--- src/rtl/gsa_pkg.sv ---
// ----------------------------------------------------------------------------
// gsa_pkg
// types and constants of the growable slot allocator
// ----------------------------------------------------------------------------
package gsa_pkg;

  localparam int MaxSlots = 64;
  localparam int SlotW    = 6;
  localparam int CountW   = 7;
  localparam int FuncW    = 3;
  localparam int CfgIdxW  = 2;
  localparam int CfgDataW = 7;

  typedef logic [MaxSlots-1:0] flags_t;
  typedef logic [SlotW-1:0]    slot_t;
  typedef logic [CountW-1:0]   count_t;

  typedef enum logic [FuncW-1:0] {
    FUNC_ALLOC   = 3'd0,
    FUNC_RELEASE = 3'd1,
    FUNC_QUERY   = 3'd2,
    FUNC_CLEAR   = 3'd3,
    FUNC_INIT    = 3'd4
  } func_e;

  typedef enum logic [CfgIdxW-1:0] {
    CFG_INITIAL_SLOTS = 2'd0,
    CFG_SLOT_LIMIT    = 2'd1
  } cfg_idx_e;

  localparam count_t InitialSlotsRst = 7'd1;
  localparam count_t SlotLimitRst    = 7'd64;
  localparam count_t MaxSlotsCnt     = 7'(MaxSlots);

endpackage

--- src/rtl/growable_slot_allocator.sv ---
// ----------------------------------------------------------------------------
// growable_slot_allocator
// slot pool with one active flag per slot and a count that grows to a limit
// ----------------------------------------------------------------------------
// The block takes one operation word per clock while the input is not
// stalled and returns one result word per operation: the word waits in the
// input register, then a single pass finds the lowest free slot, updates the
// flag vector, slot count and active count, and loads the result register.
// Back pressure on the result side holds the input register and then stalls
// the input. The flags are flip-flops cleared directly by reset, so the block
// is ready at once after reset; configuration writes are taken in any cycle.
module growable_slot_allocator (
  input  logic                         clk_i,
  input  logic                         rst_ni,
  // operation words
  input  logic                         in_valid_i,
  output logic                         in_stall_o,
  input  logic [gsa_pkg::FuncW-1:0]    func_i,
  input  logic [gsa_pkg::SlotW-1:0]    slot_id_i,
  // result words
  output logic                         out_valid_o,
  input  logic                         out_stall_i,
  output logic                         granted_o,
  output logic [gsa_pkg::SlotW-1:0]    slot_o,
  output logic                         is_active_o,
  output logic [gsa_pkg::CountW-1:0]   free_slots_o,
  output logic                         pool_full_o,
  output logic [gsa_pkg::CountW-1:0]   slots_in_use_range_o,
  // configuration writes
  input  logic                         cfg_valid_i,
  output logic                         cfg_ready_o,
  input  logic [gsa_pkg::CfgIdxW-1:0]  cfg_index_i,
  input  logic [gsa_pkg::CfgDataW-1:0] cfg_data_i
);
  import gsa_pkg::*;

  count_t initial_slots_q;
  count_t slot_limit_q;

  logic   s1_valid_q;
  func_e  func_q;
  slot_t  id_q;

  flags_t flags_q, flags_d;
  count_t cnt_q, cnt_d;
  count_t act_q, act_d;

  logic   out_valid_q;
  logic   granted_q, granted_d;
  slot_t  slot_q, slot_d;
  logic   active_q, active_d;
  count_t free_q, free_d;
  logic   full_q;
  count_t range_q;

  logic   out_ready;
  logic   fire;
  count_t lim;
  flags_t lz_oh;
  logic   lz_any;
  slot_t  lz_idx;
  logic   alloc_ok;
  logic   init_ok;
  logic   id_in_range;

  // configuration
  assign cfg_ready_o = 1'b1;

  always_ff @(posedge clk_i or negedge rst_ni) begin
    if (!rst_ni) begin
      initial_slots_q <= InitialSlotsRst;
      slot_limit_q    <= SlotLimitRst;
    end else if (cfg_valid_i) begin
      case (cfg_idx_e'(cfg_index_i))
        CFG_INITIAL_SLOTS: initial_slots_q <= cfg_data_i;
        CFG_SLOT_LIMIT:    slot_limit_q    <= cfg_data_i;
        default: ;
      endcase
    end
  end

  // handshake
  assign out_ready  = !out_valid_q || !out_stall_i;
  assign fire       = s1_valid_q && out_ready;
  assign in_stall_o = s1_valid_q && !out_ready;

  always_ff @(posedge clk_i or negedge rst_ni) begin
    if (!rst_ni) begin
      s1_valid_q <= 1'b0;
    end else if (!in_stall_o) begin
      s1_valid_q <= in_valid_i;
    end
  end

  always_ff @(posedge clk_i) begin
    if (in_valid_i && !in_stall_o) begin
      func_q <= func_e'(func_i);
      id_q   <= slot_id_i;
    end
  end

  // lowest inactive slot
  assign lz_oh  = ~flags_q & (flags_q + flags_t'(1));
  assign lz_any = |lz_oh;

  always_comb begin
    lz_idx = '0;
    for (int i = 0; i < MaxSlots; i++) begin
      if (lz_oh[i]) begin
        lz_idx = lz_idx | slot_t'(i);
      end
    end
  end

  assign lim = (slot_limit_q < MaxSlotsCnt) ? slot_limit_q : MaxSlotsCnt;

  // flags above the count stay clear, so the lowest zero is either below the
  // count or the next slot to append
  assign alloc_ok = lz_any && (({1'b0, lz_idx} < cnt_q) || (cnt_q < lim));

  assign init_ok = (initial_slots_q != '0) && (slot_limit_q != '0) &&
                   (initial_slots_q <= slot_limit_q) &&
                   (initial_slots_q <= MaxSlotsCnt);

  assign id_in_range = {1'b0, id_q} < cnt_q;

  always_comb begin
    flags_d   = flags_q;
    cnt_d     = cnt_q;
    act_d     = act_q;
    granted_d = 1'b0;
    slot_d    = '0;
    active_d  = 1'b0;
    case (func_q)
      FUNC_ALLOC: begin
        if (alloc_ok) begin
          flags_d   = flags_q | lz_oh;
          act_d     = act_q + count_t'(1);
          granted_d = 1'b1;
          slot_d    = lz_idx;
          if ({1'b0, lz_idx} >= cnt_q) begin
            cnt_d = cnt_q + count_t'(1);
          end
        end
      end
      FUNC_RELEASE: begin
        if (id_in_range && flags_q[id_q]) begin
          flags_d[id_q] = 1'b0;
          act_d         = act_q - count_t'(1);
        end
      end
      FUNC_QUERY: begin
        active_d = id_in_range && flags_q[id_q];
      end
      FUNC_CLEAR: begin
        flags_d = '0;
        act_d   = '0;
      end
      FUNC_INIT: begin
        if (init_ok) begin
          flags_d = '0;
          act_d   = '0;
          cnt_d   = initial_slots_q;
        end
      end
      default: ;
    endcase
    free_d = cnt_d - act_d;
  end

  // pool state
  always_ff @(posedge clk_i or negedge rst_ni) begin
    if (!rst_ni) begin
      flags_q <= '0;
      cnt_q   <= count_t'(1);
      act_q   <= '0;
    end else if (fire) begin
      flags_q <= flags_d;
      cnt_q   <= cnt_d;
      act_q   <= act_d;
    end
  end

  // result register
  always_ff @(posedge clk_i or negedge rst_ni) begin
    if (!rst_ni) begin
      out_valid_q <= 1'b0;
    end else if (out_ready) begin
      out_valid_q <= s1_valid_q;
    end
  end

  always_ff @(posedge clk_i) begin
    if (fire) begin
      granted_q <= granted_d;
      slot_q    <= slot_d;
      active_q  <= active_d;
      free_q    <= free_d;
      full_q    <= (free_d == '0);
      range_q   <= cnt_d;
    end
  end

  assign out_valid_o          = out_valid_q;
  assign granted_o            = granted_q;
  assign slot_o               = slot_q;
  assign is_active_o          = active_q;
  assign free_slots_o         = free_q;
  assign pool_full_o          = full_q;
  assign slots_in_use_range_o = range_q;

endmodule

--- config.mk ---
export PLATFORM = sky130hd
export DESIGN_NAME = growable_slot_allocator
export DESIGN_NICKNAME = d
export VERILOG_FILES = /design/src/rtl/gsa_pkg.sv /design/src/rtl/growable_slot_allocator.sv
export SDC_FILE = /design/constraint.sdc
export NUM_CORES = 1
export LEC_CHECK = 0
export ABC_AREA = 1
export BUFFER_PORTS_ARGS = -buffer_cell sky130_fd_sc_hd__buf_2
export CORE_MARGIN = 10
export CORE_UTILIZATION = 40
export CTS_BUF_LIST = sky130_fd_sc_hd__clkbuf_8
export CTS_CLUSTER_SIZE = 14
export DETAILED_ROUTE_END_ITERATION = 6
export GPL_ROUTABILITY_DRIVEN = 0
export SKIP_CTS_REPAIR_TIMING = 1
export SLEW_MARGIN = 20
export SYNTH_ARGS = -nofsm -noshare
export SYNTH_HDL_FRONTEND = slang
export SYNTH_SLANG_ARGS = --single-unit
--- constraint.sdc ---
create_clock -name clk_i -period 8.9 [get_ports clk_i]
set_input_delay 1.78 -clock clk_i [delete_from_list [all_inputs] [get_ports clk_i]]
set_output_delay 1.78 -clock clk_i [all_outputs]
set_load 0.005 [all_outputs]
==> results.json, run 1 <==
{
  "wl_per_cell_um": 21.0,
  "dieHeight_um": 183,
  "yosysWarnings": 0,
  "clk_latency_ps": 490,
  "clock_skew_ps": 19.1,
  "rsz0062_at_grt": "no",
  "rows": 59,
  "cp.arrival_ps": 7240,
  "finalCritPeriodShare": 0.785,
  "synth_seq_cells": 126,
  "cts_tree": "done",
  "finalSetupViolCount": 0,
  "routed_via_density": 5.99,
  "grt_max_degree": 64,
  "yosys.area.top_type": "dfrtp_1",
  "yosysSeqAreaShare": 0.310,
  "drtIter0Drc": 2033,
  "syn-cell-area_um2": 10700,
  "dr.pass1.iters": 7,
  "hold_violations": 0,
  "io_pins": 49,
  "drt-total-wl_um": 43200,
  "synth-edff-count": 32,
  "cts-root-buf": "clkbuf_8",
  "track_usage": 0.254,
  "grt_pass1_wl_um": 67100,
  "die_w_um": 183,
  "critPathMaxFanout": 13,
  "syn_area_per_cell_um2": 6.38,
  "layout.nets": 1771,
  "grt_pass1_vias": 11700,
  "power_density_nw_per_um2": 239,
  "drtAntennaViolNets": 0,
  "cpPeakStageDelay_ps": 630,
  "cts_buffer_depth": 2,
  "insertedDiodeCount": 0,
  "clock_sinks": 126,
  "worstSetupEndpointType": "flip-flop",
  "drcViolationCount": 18,
  "p_leak_nw": 5.30,
  "drv_cap": 0,
  "start_util": 0.408,
  "dp_hpwl_um": 32600,
  "worst_path_max_delay_cell": "nor3_2",
  "ys_top_cells_by_area": "dfrtp_1, nand2_1, edfxtp_1, inv_1, nor2_1",
  "worst_slack_ps": 1920,
  "fmax_mhz": 143,
  "finalSetupTns_ps": 0,
  "slew_violations": 0,
  "hold_path.class": "flip-flop to flip-flop",
  "syn_nets": 1734,
  "grt.overflow.total": 0,
  "tightest_slew_ps": 979,
  "crit_path_start_kind": "flip-flop",
  "cts_buffers": 17,
  "vias": 12400,
  "synthCells": 1677,
  "antenna_found_initial": 0,
  "fin_crit_ps": 6980,
  "cp.required_ps": 9160,
  "violations": "DRC",
  "drive_gt1_frac": 0.0805,
  "status": "finished with violations",
  "htreeDepth": 4,
  "coreArea_um2": 26200,
  "dieArea_um2": 33700,
  "async_flop_share": 0.746,
  "synth_cell_types": 46,
  "area_growth_pct": 8.68,
  "preCtsSetupSlack_ps": 2260,
  "port_buffers": 47,
  "slew_headroom": 0.346,
  "synthFlopType": "dfrtp_1",
  "synth_top_area_share": 0.213,
  "path_clk_slew_ps": 90,
  "critical_path_class": "flip-flop to flip-flop",
  "irDropWorstVdd_uv": 173
}
==> flip-flops by register name, indices dropped and copies added (netlist names) <==
register,flops
is_active_o,1
free_slots_o,7
slots_in_use_range_o,7
flags_q,64
pool_full_o,1
out_valid_o,1
granted_o,1
slot_limit_q,7
act_q,7
func_q,3
initial_slots_q,7
cnt_q,7
s1_valid_q,1
slot_o,6
id_q,6
==> layout by cell type (no fill, tap or decap), drive strengths merged, types with 13 or more instances in the layout <==
cell	n
nand4	48
o21ai	115
a22oi	29
dfrtp	91
nor2	231
nand2	435
nor4	15
inv	247
xor2	13
edfxtp	32
ha	33
nor3	43
buf	60
a21oi	113
o22ai	22
nand3	125
clkbuf	17
==> layout make-up <==
cell class / count / area [um^2]
Clock buffer: 17 / 234
Clock inverter: 15 / 124
Fill cell: 2775 / 14600
Inverter: 239 / 897
Multi-Input combinational cell: 1270 / 6290
Sequential cell: 126 / 3320
Tap cell: 335 / 419
Timing Repair Buffer: 60 / 335
==> report_power, final <==
group | internal (mW) | switching (mW) | leakage, nW | total (mW)
sequential | 0.812 | 0.264 | 1.52 | 1.08
combinational | 0.386 | 0.817 | 3.59 | 1.20
clock | 0.202 | 0.299 | 0.193 | 0.501
total | 1.40 | 1.38 | 5.30 | 2.78
==> synthesized netlist by cell type, types with 3 or more instances <==
cell,number
o21ai_1,24
nand4_1,48
nor2_1,221
inv_1,224
nand3_2,6
nor3_1,35
nand3_1,119
nor3_2,8
dfrtp_1,91
buf_2,13
xor2_1,13
a31oi_1,5
a21oi_1,113
nand2_1,428
buf_4,6
o31ai_1,4
clkinv_1,4
nand3b_1,7
nor2_2,5
nand2_2,7
dfstp_2,3
o211ai_1,8
clkbuf_1,21
edfxtp_1,32
nor4_1,14
a211oi_1,8
a22oi_1,29
o22ai_1,22
ha_1,33
and2_1,3
o21ai_0,91
inv_2,11
nor2_4,5
==> worst max-delay path: cells and delay by family, from the launching register on <==
kind	cells	cell delay (ps)
AND/OR/NAND/NOR	23	4190
AO/OA/AOI/OAI	6	1060
adder cells (fa/ha/maj)	3	860
flip-flops	1	460
buffers and inverters	3	180
==> cells by family after synthesis <==
| logic type | synth area share |
|---|---|
| other | 0.000351 |
| AND/OR/NAND/NOR | 0.373 |
| adder cells (fa/ha/maj) | 0.0405 |
| buffers and inverters | 0.103 |
| AO/OA/AOI/OAI | 0.162 |
| XOR/XNOR | 0.0115 |
| flip-flops | 0.310 |
==> layer usage <==
| layer | wire length, um | GRT usage | vias up | part of all wire |
|---|---|---|---|---|
| met1 | 17000 | 0.324 | 5675 | 0.39 |
| met2 | 18700 | 0.391 | 842 | 0.43 |
| met3 | 5170 | 0.0652 | 183 | 0.12 |
| li1 | - | - | 5653 | - |
| met4 | 2350 | 0.125 | 0 | 0.054 |
| met5 | 0 | 0 | - | 0 |
==> worst paths after layout <==
path	start	endpoint	slack [ps]	cells past startpoint
setup / recovery	flags_q[5]	free_slots_o[6]	1920	35
hold / removal	out_valid_o	out_valid_o	520	2
setup reg to reg	flags_q[5]	free_slots_o[6]	1920	35
hold reg to reg	out_valid_o	out_valid_o	520	2
max in group asynchronous	rst_ni	flags_q[49]	6400	2
min in group asynchronous	rst_ni	flags_q[18]	1230	1
==> metrics by stage <==
stage / hold WS, ps / total power, mW / area, um^2 / util / cells
floorplan: 434 / 1.83 / 10700 / - / 1677
global placement: 486 / 2.23 / 11300 / 0.430 / 2030
detailed placement: 491 / 2.24 / 11300 / 0.430 / 2030
CTS: 530 / 2.75 / 11600 / 0.443 / 2062
global route: 562 / 2.98 / 11600 / 0.443 / 2062
finish: 518 / 2.78 / 11600 / 0.443 / 2062
(Power assumes the default switching activity.)
==> run 2: changes to the inputs <==
- clock period: 8.9 -> 6.3 ns (I/O delays scaled with it)
==> run 2 against run 1 <==
Against the previous run: the flow still finishes with violations (DRC); register-to-register slack worse by 1500 ps; non-clock buffer count up 19; final cell count up 0.92%; count of clock-buffer cells in the layout up 1; clock skew up 6.3 ps; critical path depth unchanged; power up 46%; core utilization up 1.2 points; global-route usage up 0.30 points; combinational power up 43%; die area unchanged; highest routed layer unchanged.
==> results.json, run 2 (same netlist as run 1, synthesis figures left out) <==
{
  "stdcell_area_um2": 11900,
  "dp_hpwl_um": 33000,
  "cpPeakStageDelay_ps": 480,
  "clock_skew_ps": 25.4,
  "seq_area_um2": 3320,
  "violations": "DRC",
  "slew_headroom": 0.357,
  "irDropWorstVdd_uv": 238,
  "top_register": "flags_q",
  "crit_family": "simple AND/OR/NAND/NOR gates",
  "layoutNonFillerInstCount": 2081,
  "grt_max_degree": 67,
  "tightest_slew_ps": 964,
  "cp.required_ps": 6560,
  "final_cell_mix": "nand2_1, inv_1, nor2_1",
  "largest_reg_flops": 64,
  "critical_path_class": "flip-flop to flip-flop",
  "hp-start": "slot_limit_q[6]",
  "rr_worst_depth": 35,
  "fillCellCount": 2775,
  "routed_via_density": 5.96,
  "grt_pass1_vias": 12000,
  "drtIter0Drc": 1769,
  "fin_crit_ps": 5910,
  "cts_buffers": 17,
  "fmax_mhz": 169,
  "hold_violations": 0,
  "cp.arrival_ps": 6170,
  "grt.overflow.total": 0,
  "finalCritPeriodShare": 0.938,
  "r2r_start": "flags_q[0]",
  "area_growth_pct": 11.6,
  "dr.pass1.iters": 7,
  "layout.nets": 1790,
  "dieArea_um2": 33700,
  "dp.cells": 2045,
  "clock_sinks": 126,
  "port_buffers": 47,
  "power_density_nw_per_um2": 339,
  "vias": 12400,
  "hold_depth": 2,
  "critPathMaxFanout": 12,
  "worst_path_max_delay_cell": "dfrtp_1",
  "start_util": 0.408,
  "antenna_found_initial": 0,
  "drv_cap": 0,
  "htreeDepth": 4,
  "insertedDiodeCount": 0,
  "crit_path_start_kind": "flip-flop",
  "whs_ps": 527,
  "cts_buffer_depth": 2,
  "drt-total-wl_um": 43800,
  "track_usage": 0.257,
  "path_buf_inv": 5,
  "placed_cell_area_um2": 11400,
  "layout_commonest_cell": "nand2_1",
  "drive_gt1_frac": 0.103,
  "path_clk_slew_ps": 100,
  "cts-root-buf": "clkbuf_8",
  "cpMostUsedCell": "nand2_1",
  "rows": 59,
  "multi_input_area_um2": 6390,
  "worst_r2r_endpoint": "pool_full_o",
  "drcViolationCount": 12,
  "finalSetupViolCount": 0,
  "cts_tree": "done",
  "io_pins": 49,
  "grt_pass1_wl_um": 67800,
  "rrSetupSlack_ps": 390,
  "worstSetupEndpointType": "flip-flop",
  "die_w_um": 183,
  "dieHeight_um": 183,
  "wl_per_cell_um": 21.0,
  "p_leak_nw": 5.48,
  "slew_violations": 0,
  "drtAntennaViolNets": 0,
  "coreArea_um2": 26200,
  "clk_latency_ps": 490,
  "hold_path.class": "flip-flop to flip-flop",
  "status": "finished with violations",
  "hold_end": "slot_limit_q[6]"
}
==> run 2: cell types whose count changed in the layout (fill, tap and decap cells not counted), moves of 3 or more <==
cell     before  now
buf_4        14   32
dfrtp_1      91   88
dfrtp_2       0    3
nor2_1      219  213
nor2_2        5   10
nor4_1       14   10
nor4_2        0    4
==> run 2: worst max-delay path by stage <==
stage               start         endpoint  slack (ps)  cells past startpoint
3_3_place_gp   flags_q[8]  free_slots_o[6]         170                     37
5_1_grt        flags_q[4]      pool_full_o          -3                     36
3_5_place_dp   flags_q[1]      pool_full_o          60                     35
2_1_floorplan  flags_q[5]  free_slots_o[6]        1250                     38
4_1_cts        flags_q[8]      pool_full_o          50                     35
6_report       flags_q[0]      pool_full_o         390                     35
==> run 2: cell type report <==
type,instances,area share
clock buffer,18,0.0208
clock inverter,14,0.0142
inverter,239,0.0755
multi-input combinational,1270,0.535
sequential,126,0.278
tap,335,0.0351
timing repair buffer,79,0.0411
==> run 2: through the flow <==
step	total power, mW	setup WS [ps]	TNS (ps)	util
2_1_floorplan	2.58	1250	0	-
3_3_place_gp	3.17	168	0	0.435
3_5_place_dp	3.18	59.5	0	0.435
4_1_cts	3.99	48.4	0	0.450
5_1_grt	4.34	-3.18	-3.18	0.455
6_report	4.05	388	0	0.455
==> run 2: power by group <==
group,leakage (nW),internal (mW),total [mW],switching (mW)
registers,1.52,1.15,1.54,0.389
logic,3.75,0.555,1.71,1.15
clock network,0.213,0.379,0.804,0.425
total,5.48,2.08,4.05,1.97
==> run 2: per-layer routing <==
layer  track usage  vias up  wire (um)
met3        0.0694      187       5150
met1         0.321     5653      17100
met2         0.397      862      19000
met5             0        -          0
met4         0.140        0       2530
li1              -     5699          -
==> run 2: tightest hold or removal path: stages (launching register included) <==
cell	delay, ps
dfstp_2	400
nand2_1	60
o21ai_0	70
